$ cat src/design/assert_macros.svh
// Assertion macros shared by the tester RTL.
// No dependencies; included by the modules that carry assertions.
`ifndef ASSERT_MACROS_SVH
`define ASSERT_MACROS_SVH
`ifndef SYNTHESIS
`define MCT_ASSERT(name, clk, rst, prop, msg) \
   name: assert property (@(posedge clk) disable iff (rst) prop) else $error(msg);
`define MCT_ASSERT_NEVER(name, clk, rst, cond, msg) \
   name: assert property (@(posedge clk) disable iff (rst) !(cond)) else $error(msg);
`else
`define MCT_ASSERT(name, clk, rst, prop, msg)
`define MCT_ASSERT_NEVER(name, clk, rst, cond, msg)
`endif
`endif

$ cat src/design/mct_pkg.sv
// Types and constants of the motor on/off cycle tester.
// No dependencies; used by all tester modules.
package mct_pkg;

   localparam int CSR_IDX_W  = 3;
   localparam int CSR_DATA_W = 20;

   localparam logic [CSR_IDX_W-1:0] CSR_ON_SECONDS     = 3'd0;
   localparam logic [CSR_IDX_W-1:0] CSR_OFF_SECONDS    = 3'd1;
   localparam logic [CSR_IDX_W-1:0] CSR_CYCLE_TOTAL    = 3'd2;
   localparam logic [CSR_IDX_W-1:0] CSR_TEST_FREQ_HZ   = 3'd3;
   localparam logic [CSR_IDX_W-1:0] CSR_PULSES_PER_REV = 3'd4;

   localparam int MS_PER_S  = 1000;
   localparam int S_PER_MIN = 60;
   localparam int PCT_SCALE = 100;
   localparam int PCT_LIMIT = 20;

   // Shared divider: dividend shifted in MSB first, one quotient bit per step.
   localparam int DIV_DVD_W  = 26;
   localparam int DIV_STEP_W = $clog2(DIV_DVD_W + 1);
   localparam int MEAN_STEPS = 16;

   typedef enum logic [1:0] {
      PHASE_OFF  = 2'd0,
      PHASE_ON   = 2'd1,
      PHASE_DONE = 2'd2
   } phase_type;

   typedef enum logic {
      DIV_TARGET,
      DIV_MEAN
   } div_sel_type;

   typedef struct packed {
      logic        step;
      logic        div_start;
      div_sel_type div_sel;
      logic        latch_tgt;
      logic        latch_mean;
      logic        check;
      logic        publish;
   } cmd_type;

   typedef struct packed {
      logic record;
      logic div_busy;
      logic slot_free;
   } sts_type;

   typedef struct packed {
      logic        pwm_enable;
      logic        record_valid;
      logic [7:0]  record_cycle;
      logic [15:0] target_rpm;
      logic [15:0] peak_rpm;
      logic [15:0] mean_rpm;
      logic        speed_error;
      logic        spun_up;
      logic        test_done;
      logic [1:0]  phase_now;
   } rsp_type;

endpackage

$ cat src/design/mct_req_if.sv
// Request channel of the tester: valid/ready plus one sample transaction.
// No dependencies.
interface mct_req_if;
   logic        valid;
   logic        ready;
   logic [31:0] now_ms;
   logic        run_flag;
   logic [15:0] rpm_sample;

   modport source (output valid, now_ms, run_flag, rpm_sample, input ready);
   modport sink   (input valid, now_ms, run_flag, rpm_sample, output ready);
endinterface

$ cat src/design/mct_rsp_if.sv
// Response channel of the tester: valid/ready plus one result transaction.
// No dependencies.
interface mct_rsp_if;
   logic        valid;
   logic        ready;
   logic        pwm_enable;
   logic        record_valid;
   logic [7:0]  record_cycle;
   logic [15:0] target_rpm;
   logic [15:0] peak_rpm;
   logic [15:0] mean_rpm;
   logic        speed_error;
   logic        spun_up;
   logic        test_done;
   logic [1:0]  phase_now;

   modport source (output valid, pwm_enable, record_valid, record_cycle, target_rpm,
                   peak_rpm, mean_rpm, speed_error, spun_up, test_done, phase_now,
                   input ready);
   modport sink   (input valid, pwm_enable, record_valid, record_cycle, target_rpm,
                   peak_rpm, mean_rpm, speed_error, spun_up, test_done, phase_now,
                   output ready);
endinterface

$ cat src/design/mct_divider.sv
// Shared restoring divider, one quotient bit per cycle.
// Depends on mct_pkg.
module mct_divider (
   input  logic                             clock,
   input  logic                             reset,
   input  logic                             start,
   input  logic [31:0]                      rem_init,
   input  logic [mct_pkg::DIV_DVD_W-1:0]    dividend,
   input  logic [mct_pkg::DIV_STEP_W-1:0]   steps,
   input  logic [31:0]                      divisor,
   output logic                             busy,
   output logic [mct_pkg::DIV_DVD_W-1:0]    quotient
);
   import mct_pkg::*;

   logic [31:0]           rem_ff, rem_in;
   logic [DIV_DVD_W-1:0]  dvd_ff, dvd_in;
   logic [DIV_DVD_W-1:0]  quo_ff, quo_in;
   logic [DIV_STEP_W-1:0] steps_ff, steps_in;
   logic [32:0]           trial;
   logic                  fits;

   always_comb begin
      trial    = {rem_ff, dvd_ff[DIV_DVD_W-1]};
      fits     = trial >= {1'b0, divisor};
      rem_in   = rem_ff;
      dvd_in   = dvd_ff;
      quo_in   = quo_ff;
      steps_in = steps_ff;
      if (start) begin
         rem_in   = rem_init;
         dvd_in   = dividend;
         quo_in   = '0;
         steps_in = steps;
      end else if (steps_ff != '0) begin
         // the remainder stays below the divisor, so 32 bits hold it
         rem_in   = fits ? 32'(trial - {1'b0, divisor}) : trial[31:0];
         dvd_in   = {dvd_ff[DIV_DVD_W-2:0], 1'b0};
         quo_in   = {quo_ff[DIV_DVD_W-2:0], fits};
         steps_in = steps_ff - 1'b1;
      end
   end

   always_ff @(posedge clock) begin
      if (reset) begin
         steps_ff <= '0;
      end else begin
         steps_ff <= steps_in;
      end
      rem_ff <= rem_in;
      dvd_ff <= dvd_in;
      quo_ff <= quo_in;
   end

   assign busy     = steps_ff != '0;
   assign quotient = quo_ff;

endmodule

$ cat src/design/mct_datapath.sv
// Tester datapath: configuration, phase state, accumulators, result staging.
// Depends on mct_pkg and mct_divider.
module mct_datapath (
   input  logic                            clock,
   input  logic                            reset,
   input  logic                            csr_wen,
   input  logic [mct_pkg::CSR_IDX_W-1:0]   csr_index,
   input  logic [mct_pkg::CSR_DATA_W-1:0]  csr_wdata,
   input  mct_pkg::cmd_type                cmd,
   output mct_pkg::sts_type                sts,
   input  logic [31:0]                     req_now_ms,
   input  logic                            req_run_flag,
   input  logic [15:0]                     req_rpm_sample,
   input  logic                            rsp_ready,
   output logic                            rsp_valid,
   output mct_pkg::rsp_type                rsp_data
);
   import mct_pkg::*;

   // configuration
   logic [11:0] on_sec_ff, off_sec_ff;
   logic [7:0]  cyc_total_ff, ppr_ff;
   logic [19:0] freq_ff;

   // phase state
   phase_type   phase_ff, phase_e, nx_phase;
   logic        run_prev_ff;
   logic [7:0]  cycle_ff, cyc_e, nx_cycle;
   logic [31:0] start_ms_ff, start_e, nx_start;
   logic [15:0] peak_ff, peak_e, nx_peak;
   logic [47:0] total_ff, total_e, nx_total;
   logic [31:0] count_ff, count_e, nx_count;
   logic        rise, nx_rec, nx_done;
   logic [31:0] elapsed;
   logic [21:0] on_ms, off_ms;

   // result staging and output register
   rsp_type     res_ff, res_in;
   rsp_type     out_ff;
   logic        out_valid_ff;

   // divider
   div_sel_type                 sel_ff;
   logic [31:0]                 div_rem_init, div_divisor;
   logic [DIV_DVD_W-1:0]        div_dividend, div_quo;
   logic [DIV_STEP_W-1:0]       div_steps;
   logic                        div_busy;
   logic [15:0]                 diff;

   mct_divider u_div (
      .clock    (clock),
      .reset    (reset),
      .start    (cmd.div_start),
      .rem_init (div_rem_init),
      .dividend (div_dividend),
      .steps    (div_steps),
      .divisor  (div_divisor),
      .busy     (div_busy),
      .quotient (div_quo)
   );

   always_comb begin
      if (cmd.div_sel == DIV_MEAN) begin
         // the mean fits 16 bits, so the high part already sits below the count
         div_rem_init = total_ff[47:16];
         div_dividend = {total_ff[15:0], {(DIV_DVD_W-16){1'b0}}};
         div_steps    = DIV_STEP_W'(MEAN_STEPS);
      end else begin
         div_rem_init = '0;
         div_dividend = DIV_DVD_W'(freq_ff) * DIV_DVD_W'(S_PER_MIN);
         div_steps    = DIV_STEP_W'(DIV_DVD_W);
      end
      div_divisor = (sel_ff == DIV_MEAN) ? count_ff : {24'd0, ppr_ff};
   end

   // one step of the phase sequencer for the offered transaction
   always_comb begin
      rise    = req_run_flag && !run_prev_ff;
      phase_e = rise ? PHASE_ON : phase_ff;
      cyc_e   = rise ? 8'd0 : cycle_ff;
      start_e = rise ? req_now_ms : start_ms_ff;
      peak_e  = rise ? 16'd0 : peak_ff;
      total_e = rise ? 48'd0 : total_ff;
      count_e = rise ? 32'd0 : count_ff;
      on_ms   = 22'(on_sec_ff) * 22'(MS_PER_S);
      off_ms  = 22'(off_sec_ff) * 22'(MS_PER_S);
      elapsed = req_now_ms - start_e;

      nx_phase = phase_e;
      nx_cycle = cyc_e;
      nx_start = start_e;
      nx_peak  = peak_e;
      nx_total = total_e;
      nx_count = count_e;
      nx_rec   = 1'b0;
      nx_done  = 1'b0;

      if (!req_run_flag) begin
         nx_phase = PHASE_OFF;
      end else begin
         case (phase_e)
            PHASE_ON: begin
               if (req_rpm_sample > peak_e) nx_peak = req_rpm_sample;
               // a full sample counter freezes the sum and the count
               if (count_e != '1) begin
                  nx_total = total_e + 48'(req_rpm_sample);
                  nx_count = count_e + 32'd1;
               end
               if (elapsed >= 32'(on_ms)) begin
                  nx_rec   = 1'b1;
                  nx_cycle = cyc_e + 8'd1;
                  nx_phase = PHASE_OFF;
                  nx_start = req_now_ms;
               end
            end
            PHASE_OFF: begin
               if (elapsed >= 32'(off_ms)) begin
                  if (cyc_e >= cyc_total_ff) begin
                     nx_phase = PHASE_DONE;
                     nx_done  = 1'b1;
                  end else begin
                     nx_phase = PHASE_ON;
                     nx_start = req_now_ms;
                     nx_peak  = '0;
                     nx_total = '0;
                     nx_count = '0;
                  end
               end
            end
            default: ;
         endcase
      end
   end

   always_comb begin
      diff   = (res_ff.mean_rpm > res_ff.target_rpm) ?
               res_ff.mean_rpm - res_ff.target_rpm : res_ff.target_rpm - res_ff.mean_rpm;
      res_in = res_ff;
      if (cmd.step) begin
         res_in.pwm_enable   = nx_phase == PHASE_ON;
         res_in.record_valid = nx_rec;
         res_in.record_cycle = nx_rec ? nx_cycle : 8'd0;
         res_in.target_rpm   = '0;
         res_in.peak_rpm     = nx_rec ? nx_peak : 16'd0;
         res_in.mean_rpm     = '0;
         res_in.speed_error  = 1'b0;
         res_in.spun_up      = nx_rec && (nx_peak != 16'd0);
         res_in.test_done    = nx_done;
         res_in.phase_now    = 2'(nx_phase);
      end
      if (cmd.latch_tgt) begin
         res_in.target_rpm = (div_quo[DIV_DVD_W-1:16] != '0) ? 16'hFFFF : div_quo[15:0];
      end
      if (cmd.latch_mean) begin
         res_in.mean_rpm = (count_ff == '0) ? 16'd0 : div_quo[15:0];
      end
      if (cmd.check) begin
         // floor(diff*100/target) > 20  <=>  diff*100 >= 21*target
         res_in.speed_error = (res_ff.mean_rpm == 16'd0) ||
                              ((res_ff.target_rpm != 16'd0) &&
                               (23'(diff) * 23'(PCT_SCALE) >=
                                23'(res_ff.target_rpm) * 23'(PCT_LIMIT + 1)));
      end
   end

   always_ff @(posedge clock) begin
      if (reset) begin
         on_sec_ff    <= 12'd10;
         off_sec_ff   <= 12'd10;
         cyc_total_ff <= 8'd10;
         freq_ff      <= 20'd1000;
         ppr_ff       <= 8'd2;
         phase_ff     <= PHASE_OFF;
         run_prev_ff  <= 1'b0;
         cycle_ff     <= '0;
         start_ms_ff  <= '0;
         peak_ff      <= '0;
         total_ff     <= '0;
         count_ff     <= '0;
         out_valid_ff <= 1'b0;
         sel_ff       <= DIV_TARGET;
      end else begin
         if (csr_wen) begin
            unique case (csr_index)
               CSR_ON_SECONDS:     on_sec_ff    <= csr_wdata[11:0];
               CSR_OFF_SECONDS:    off_sec_ff   <= csr_wdata[11:0];
               CSR_CYCLE_TOTAL:    cyc_total_ff <= csr_wdata[7:0];
               CSR_TEST_FREQ_HZ:   freq_ff      <= csr_wdata;
               CSR_PULSES_PER_REV: ppr_ff       <= csr_wdata[7:0];
               default: ;
            endcase
         end
         if (cmd.step) begin
            phase_ff    <= nx_phase;
            run_prev_ff <= req_run_flag;
            cycle_ff    <= nx_cycle;
            start_ms_ff <= nx_start;
            peak_ff     <= nx_peak;
            total_ff    <= nx_total;
            count_ff    <= nx_count;
         end
         if (cmd.div_start) sel_ff <= cmd.div_sel;
         if (cmd.publish) begin
            out_valid_ff <= 1'b1;
         end else if (rsp_ready) begin
            out_valid_ff <= 1'b0;
         end
      end
      res_ff <= res_in;
      if (cmd.publish) out_ff <= res_ff;
   end

   assign sts.record    = nx_rec;
   assign sts.div_busy  = div_busy;
   assign sts.slot_free = !out_valid_ff || rsp_ready;
   assign rsp_valid     = out_valid_ff;
   assign rsp_data      = out_ff;

endmodule

$ cat src/design/mct_ctrl.sv
// Tester controller: sequences a transaction through step, divisions and publish.
// Depends on mct_pkg and assert_macros.svh.
`include "assert_macros.svh"
module mct_ctrl (
   input  logic             clock,
   input  logic             reset,
   input  logic             req_valid,
   output logic             req_ready,
   input  mct_pkg::sts_type sts,
   output mct_pkg::cmd_type cmd
);
   import mct_pkg::*;

   typedef enum logic [2:0] {
      S_IDLE,
      S_TGT_START,
      S_TGT_WAIT,
      S_MEAN_START,
      S_MEAN_WAIT,
      S_CHECK,
      S_FINISH
   } state_type;

   state_type state_ff;

   always_ff @(posedge clock) begin
      if (reset) begin
         state_ff <= S_IDLE;
      end else begin
         unique case (state_ff)
            S_IDLE: begin
               if (req_valid) state_ff <= sts.record ? S_TGT_START : S_FINISH;
            end
            S_TGT_START:  state_ff <= S_TGT_WAIT;
            S_TGT_WAIT: begin
               if (!sts.div_busy) state_ff <= S_MEAN_START;
            end
            S_MEAN_START: state_ff <= S_MEAN_WAIT;
            S_MEAN_WAIT: begin
               if (!sts.div_busy) state_ff <= S_CHECK;
            end
            S_CHECK:      state_ff <= S_FINISH;
            S_FINISH: begin
               if (sts.slot_free) state_ff <= S_IDLE;
            end
            default:      state_ff <= S_IDLE;
         endcase
      end
   end

   always_comb begin
      req_ready      = state_ff == S_IDLE;
      cmd.step       = req_ready && req_valid;
      cmd.div_start  = (state_ff == S_TGT_START) || (state_ff == S_MEAN_START);
      cmd.div_sel    = (state_ff == S_MEAN_START) ? DIV_MEAN : DIV_TARGET;
      cmd.latch_tgt  = (state_ff == S_TGT_WAIT) && !sts.div_busy;
      cmd.latch_mean = (state_ff == S_MEAN_WAIT) && !sts.div_busy;
      cmd.check      = state_ff == S_CHECK;
      cmd.publish    = (state_ff == S_FINISH) && sts.slot_free;
   end

   `MCT_ASSERT_NEVER(a_ready_div_idle, clock, reset, req_ready && sts.div_busy, "accept while divider busy")
   `MCT_ASSERT(a_record_to_div, clock, reset, (cmd.step && sts.record) |=> (state_ff == S_TGT_START), "record step skipped divisions")
   `MCT_ASSERT(a_busy_from_start, clock, reset, $rose(sts.div_busy) |-> $past(cmd.div_start), "divider busy without start")

endmodule

$ cat src/design/motor_on_off_cycle_tester_core.sv
// Top level of the motor on/off cycle tester: channels, controller, datapath.
// Depends on mct_pkg, mct_req_if, mct_rsp_if, mct_ctrl and mct_datapath.
//
//  Channel  Dir  Handshake           Transaction
//  -------  ---  ------------------  -----------------------------------------
//  req_ch   in   valid/ready         now_ms, run_flag, rpm_sample
//  rsp_ch   out  valid/ready         one result per request transaction
//  csr_*    in   csr_wen, no stall   csr_index selects register, csr_wdata
//
// A transaction without a record goes from the accept straight to the publish.
// A transaction that closes an ON phase runs the shared one-bit-per-cycle
// divider twice: 26 steps for the target, then 16 for the mean.
// Reset is synchronous and active high; it loads the register defaults.
// A finished result waits in the output register; a new request is still
// accepted then, and only its own publish holds until rsp_ch drains.
module motor_on_off_cycle_tester_core (
   input  logic                            clock,
   input  logic                            reset,
   input  logic                            csr_wen,
   input  logic [mct_pkg::CSR_IDX_W-1:0]   csr_index,
   input  logic [mct_pkg::CSR_DATA_W-1:0]  csr_wdata,
   mct_req_if.sink                         req_ch,
   mct_rsp_if.source                       rsp_ch
);
   import mct_pkg::*;

   cmd_type cmd;
   sts_type sts;
   rsp_type rsp_data;
   logic    rsp_valid;

   // sequence each transaction; ready only between transactions
   mct_ctrl u_ctrl (
      .clock     (clock),
      .reset     (reset),
      .req_valid (req_ch.valid),
      .req_ready (req_ch.ready),
      .sts       (sts),
      .cmd       (cmd)
   );

   // hold configuration, phase state and the staged result
   mct_datapath u_dp (
      .clock          (clock),
      .reset          (reset),
      .csr_wen        (csr_wen),
      .csr_index      (csr_index),
      .csr_wdata      (csr_wdata),
      .cmd            (cmd),
      .sts            (sts),
      .req_now_ms     (req_ch.now_ms),
      .req_run_flag   (req_ch.run_flag),
      .req_rpm_sample (req_ch.rpm_sample),
      .rsp_ready      (rsp_ch.ready),
      .rsp_valid      (rsp_valid),
      .rsp_data       (rsp_data)
   );

   // drive the result channel from the output register
   assign rsp_ch.valid        = rsp_valid;
   assign rsp_ch.pwm_enable   = rsp_data.pwm_enable;
   assign rsp_ch.record_valid = rsp_data.record_valid;
   assign rsp_ch.record_cycle = rsp_data.record_cycle;
   assign rsp_ch.target_rpm   = rsp_data.target_rpm;
   assign rsp_ch.peak_rpm     = rsp_data.peak_rpm;
   assign rsp_ch.mean_rpm     = rsp_data.mean_rpm;
   assign rsp_ch.speed_error  = rsp_data.speed_error;
   assign rsp_ch.spun_up      = rsp_data.spun_up;
   assign rsp_ch.test_done    = rsp_data.test_done;
   assign rsp_ch.phase_now    = rsp_data.phase_now;

endmodule
$ cat src/flat_wrapper.sv
// flat-port wrapper written by rule: the top's interface ports become plain ports
module motor_on_off_cycle_tester_core_flat import mct_pkg::*;
  (clock, reset, csr_wen, csr_index, csr_wdata, req_ch_valid, req_ch_now_ms, req_ch_run_flag, req_ch_rpm_sample, req_ch_ready, rsp_ch_valid, rsp_ch_pwm_enable, rsp_ch_record_valid, rsp_ch_record_cycle, rsp_ch_target_rpm, rsp_ch_peak_rpm, rsp_ch_mean_rpm, rsp_ch_speed_error, rsp_ch_spun_up, rsp_ch_test_done, rsp_ch_phase_now, rsp_ch_ready);
  mct_req_if req_ch_i ();
  mct_rsp_if rsp_ch_i ();
  input  logic clock;
  input  logic reset;
  input  logic csr_wen;
  input  logic [mct_pkg::CSR_IDX_W-1:0] csr_index;
  input  logic [mct_pkg::CSR_DATA_W-1:0] csr_wdata;
  input wire logic [$bits(req_ch_i.valid)-1:0] req_ch_valid;
  input wire logic [$bits(req_ch_i.now_ms)-1:0] req_ch_now_ms;
  input wire logic [$bits(req_ch_i.run_flag)-1:0] req_ch_run_flag;
  input wire logic [$bits(req_ch_i.rpm_sample)-1:0] req_ch_rpm_sample;
  output wire logic [$bits(req_ch_i.ready)-1:0] req_ch_ready;
  output wire logic [$bits(rsp_ch_i.valid)-1:0] rsp_ch_valid;
  output wire logic [$bits(rsp_ch_i.pwm_enable)-1:0] rsp_ch_pwm_enable;
  output wire logic [$bits(rsp_ch_i.record_valid)-1:0] rsp_ch_record_valid;
  output wire logic [$bits(rsp_ch_i.record_cycle)-1:0] rsp_ch_record_cycle;
  output wire logic [$bits(rsp_ch_i.target_rpm)-1:0] rsp_ch_target_rpm;
  output wire logic [$bits(rsp_ch_i.peak_rpm)-1:0] rsp_ch_peak_rpm;
  output wire logic [$bits(rsp_ch_i.mean_rpm)-1:0] rsp_ch_mean_rpm;
  output wire logic [$bits(rsp_ch_i.speed_error)-1:0] rsp_ch_speed_error;
  output wire logic [$bits(rsp_ch_i.spun_up)-1:0] rsp_ch_spun_up;
  output wire logic [$bits(rsp_ch_i.test_done)-1:0] rsp_ch_test_done;
  output wire logic [$bits(rsp_ch_i.phase_now)-1:0] rsp_ch_phase_now;
  input wire logic [$bits(rsp_ch_i.ready)-1:0] rsp_ch_ready;
  assign req_ch_i.valid = req_ch_valid;
  assign req_ch_i.now_ms = req_ch_now_ms;
  assign req_ch_i.run_flag = req_ch_run_flag;
  assign req_ch_i.rpm_sample = req_ch_rpm_sample;
  assign req_ch_ready = req_ch_i.ready;
  assign rsp_ch_valid = rsp_ch_i.valid;
  assign rsp_ch_pwm_enable = rsp_ch_i.pwm_enable;
  assign rsp_ch_record_valid = rsp_ch_i.record_valid;
  assign rsp_ch_record_cycle = rsp_ch_i.record_cycle;
  assign rsp_ch_target_rpm = rsp_ch_i.target_rpm;
  assign rsp_ch_peak_rpm = rsp_ch_i.peak_rpm;
  assign rsp_ch_mean_rpm = rsp_ch_i.mean_rpm;
  assign rsp_ch_speed_error = rsp_ch_i.speed_error;
  assign rsp_ch_spun_up = rsp_ch_i.spun_up;
  assign rsp_ch_test_done = rsp_ch_i.test_done;
  assign rsp_ch_phase_now = rsp_ch_i.phase_now;
  assign rsp_ch_i.ready = rsp_ch_ready;
  motor_on_off_cycle_tester_core u_core (.clock(clock), .reset(reset), .csr_wen(csr_wen), .csr_index(csr_index), .csr_wdata(csr_wdata), .req_ch(req_ch_i), .rsp_ch(rsp_ch_i));
endmodule
$ cat config.mk
export PLATFORM = sky130hd
export DESIGN_NAME = motor_on_off_cycle_tester_core_flat
export DESIGN_NICKNAME = d
export VERILOG_FILES = /design/src/design/mct_pkg.sv /design/src/design/mct_req_if.sv /design/src/design/mct_rsp_if.sv /design/src/design/mct_divider.sv /design/src/design/mct_datapath.sv /design/src/design/mct_ctrl.sv /design/src/design/motor_on_off_cycle_tester_core.sv /design/src/flat_wrapper.sv
export VERILOG_INCLUDE_DIRS = /design/src /design/src/design
export SDC_FILE = /design/constraint.sdc
export NUM_CORES = 2
export LEC_CHECK = 0
export ABC_CLOCK_PERIOD_IN_PS = 9500
export BUFFER_PORTS_ARGS = -buffer_cell sky130_fd_sc_hd__buf_2
export CORE_UTILIZATION = 44
export DETAILED_ROUTE_END_ITERATION = 6
export PLACE_DENSITY = 0.61
export SYNTH_ARGS = -nofsm -noshare
export SYNTH_HDL_FRONTEND = slang
export SYNTH_HIERARCHICAL = 1
export SYNTH_SLANG_ARGS = --single-unit
$ cat constraint.sdc
create_clock -name clock -period 9.5 [get_ports clock]
set_input_delay 0.95 -clock clock [delete_from_list [all_inputs] [get_ports clock]]
set_output_delay 0.95 -clock clock [all_outputs]
set_load 0.005 [all_outputs]
==> results.sh <==
export IMPL_final_cell_mix="nand2_1, ha_1, a21oi_1"
export IMPL_post_route_min_period_ns=8.22
export IMPL_hold_viol=0
export IMPL_hold_buffers=0
export IMPL_setup_viol=0
export IMPL_path_clk_slew_ns=0.07
export IMPL_busiest_layer="met2"
export IMPL_cts_sinks=419
export IMPL_drive_gt1_share_pct=8.03
export IMPL_dp_cells=5066
export IMPL_grt_pass1_wl_mm=155
export IMPL_grt_usage_pct=23.8
export IMPL_die_h_microns=285
export IMPL_grt_max_degree=76
export IMPL_synth_area_sq_um=35200
export IMPL_rsz0062_at_grt="no"
export IMPL_root_buffer="clkbuf_16"
export IMPL_clk_latency_ns=0.61
export IMPL_synth_main_ff_cell="dfxtp_1"
export IMPL_area_delta_synth_final_pct=9.11
export IMPL_yosysWarnings=6
export IMPL_crit_slowest_cell="nand2_1"
export IMPL_ys_seq_area_share_pct=29.1
export IMPL_synth_compound_area_share_pct=17.9
export IMPL_antenna_found_initial=7
export IMPL_setup_slack_ns=1.28
export IMPL_synth_simple_area_share_pct=16.7
export IMPL_met1_usage_pct=33.8
export IMPL_worstSetupStartpointType="register"
export IMPL_row_count=103
export IMPL_worst_setup_path_type="reg -> reg"
export IMPL_drc=0
export IMPL_avgSynthCellArea_sq_um=8.77
export IMPL_irDropWorstVdd_mv=0.725
export IMPL_drv_cap=0
export IMPL_drt_pass1_iter_count=6
export IMPL_core_area_sq_um=79100
export IMPL_max_freq_ghz=0.122
export IMPL_fp_dieW_microns=285
export IMPL_use_met3_pct=3.90
export IMPL_powerDensity_nw_per_um2=389
export IMPL_routabilityCongestion=0.911
export IMPL_drt_iter0_drc=2066
export IMPL_ioPinCount=142
export IMPL_wl_mm=97.6
export IMPL_grt_pass1_vias=27900
export IMPL_synth_mux_area_share_pct=4.04
export IMPL_detail_route_wl_per_cell_microns=18.9
export IMPL_cts_tree="yes"
export IMPL_viasPerCell=5.65
export IMPL_final_net_count=4698
export IMPL_synth_seq_cells=419
export IMPL_die_area_sq_um=81200
export IMPL_crit_fanout=19
export IMPL_dp_slack_ns=1.33
export IMPL_max_slew_margin_rel_pct=18.6
export IMPL_arrival_ns=8.57
export IMPL_ant_nets=0
export IMPL_post_cts_buffers=0
export IMPL_hp_class="reg -> reg"
export IMPL_io_buffers=141
export IMPL_status="finished clean"
export IMPL_clock_skew_ns=0.0147
export IMPL_required_ns=9.85
export IMPL_grt_overflow=0
export IMPL_hpwl_mm=73.8
export IMPL_total_power_uw=14900
export IMPL_synthXorXnorAreaFrac_pct=3.91
export IMPL_synthAdderAreaFrac_pct=22.6
export IMPL_layout_commonest_cell="nand2_1"
export IMPL_synthCells=4015
export IMPL_cp_end_kind="register"
export IMPL_async_flop_share_pct=0
export IMPL_h_tree_depth=2
export IMPL_grt_use_met2_pct=37.4
export IMPL_cts_buffers=50
export IMPL_max_stage_delay_ns=0.63
export IMPL_post_cts_resized=0
export IMPL_synth_edf_count=184
export IMPL_final_cell_count_no_fill=5167
export IMPL_vias=29200
export IMPL_slew_viol_final=0
export IMPL_critPathMostFrequentCell="ha_1"
export IMPL_power_leakage_uw=0.0164
export IMPL_tightest_slew_ns=1.22
export IMPL_clockBufferDepth=3
export IMPL_initial_utilization_pct=44.5
export IMPL_setup_tns_ns=0
export IMPL_yosysUniqueCellTypes=94
export IMPL_synth_top_family_by_area="adder cells"
export IMPL_fin_crit_sh_pct=86.5
## per-layer routing
layer  vias to the layer above  share of wire, %
met3                       126               6.5
met1                     13900                47
met4                         2               2.2
li1                      14400                 -
met2                       786                44
met5                         -             0.011
## layout make-up
class	instances	area, sq um
antenna	7	17.5
clock buffer	64	1330
clock inverter	30	248
fill	7688	40700
inverter	343	1290
multi-input combinational	3083	23100
sequential	419	10200
tap	1050	1310
timing repair buffer	171	933
## flip-flops by register name, summed over array words and instances (netlist names), 3 cells and up
| signal | count |
|---|---|
| u_core/u_dp/off_sec_ff | 12 |
| u_core/u_dp/u_div/dvd_ff | 26 |
| u_core/u_dp/rsp_data | 63 |
| u_core/u_dp/ppr_ff | 8 |
| u_core/u_dp/u_div/steps_ff | 5 |
| u_core/u_ctrl/state_ff | 3 |
| u_core/u_dp/count_ff | 32 |
| u_core/u_dp/u_div/quotient | 26 |
| u_core/u_dp/res_ff | 63 |
| u_core/u_dp/peak_ff | 16 |
| u_core/u_dp/cyc_total_ff | 8 |
| u_core/u_dp/on_sec_ff | 12 |
| u_core/u_dp/u_div/rem_ff | 32 |
| u_core/u_dp/start_ms_ff | 32 |
| u_core/u_dp/freq_ff | 20 |
| u_core/u_dp/total_ff | 48 |
| u_core/u_dp/cycle_ff | 8 |
## cell usage after synthesis, types with 64 or more instances
cell	n	area share, %
nand3_1	91	1.3
edfxtp_1	184	16
fa_1	140	8.0
a21oi_1	351	5.0
and2_1	117	2.1
dfxtp_1	235	13
inv_1	342	3.6
xnor2_1	106	2.6
mux2i_1	95	2.7
nor3_1	74	1.1
nand2_1	464	4.9
ha_1	413	15
clkbuf_1	143	1.5
a211oi_1	64	1.4
a21o_1	91	1.9
o21ai_0	195	2.8
nor2_1	231	2.5
## path summary, 6_finish.rpt
check	start	slack [ns]	depth (start not counted)	to
max	u_core/u_dp/res_ff[5]	1.28	38	u_core/u_dp/res_ff[4]
min	u_core/u_dp/res_ff[53]	0.42	0	u_core/u_dp/rsp_data[53]
max reg2reg	u_core/u_dp/res_ff[5]	1.28	38	u_core/u_dp/res_ff[4]
min reg2reg	u_core/u_dp/res_ff[53]	0.42	0	u_core/u_dp/rsp_data[53]
## critical path, delay by kind of cell (launching register included)
family                   cells  cell delay [ns]
buffers and inverters        4             0.24
flip-flops                   1             0.45
AO/OA/AOI/OAI               18             3.41
AND/OR/NAND/NOR              7             1.12
XOR/XNOR                     1             0.21
adder cells (fa/ha/maj)      7             2.23
multiplexers                 1             0.30
## power by group
| group | switching, uW | internal [uW] | leakage (uW) | total (uW) |
|---|---|---|---|---|
| combinational | 5950 | 4550 | 0.0119 | 10500 |
| sequential | 231 | 2330 | 0.00370 | 2560 |
| clock | 825 | 1050 | 0.000759 | 1880 |
## cell families after synthesis
kind of cell / after synthesis
and+or+nand+nor: 1231
adders and majority gates: 553
buffers and inverters: 516
other: 2
muxes: 137
AOI/OAI and AO/OA: 1000
xor gates and xnor gates: 157
DFF: 419
## through the flow
| step | hold WS (ns) | util [%] | area [sq um] |
|---|---|---|---|
| final | 0.418 | 48.6 | 38400 |
| after global routing | 0.436 | 48.5 | 38400 |
| after CTS | 0.420 | 48.5 | 38400 |
| after detailed placement | 0.405 | 46.5 | 36800 |
| after global placement | 0.406 | 46.5 | 36800 |
| after floorplan | 0.400 | - | 35200 |
Note: power is estimated with default switching activity, not from simulation.
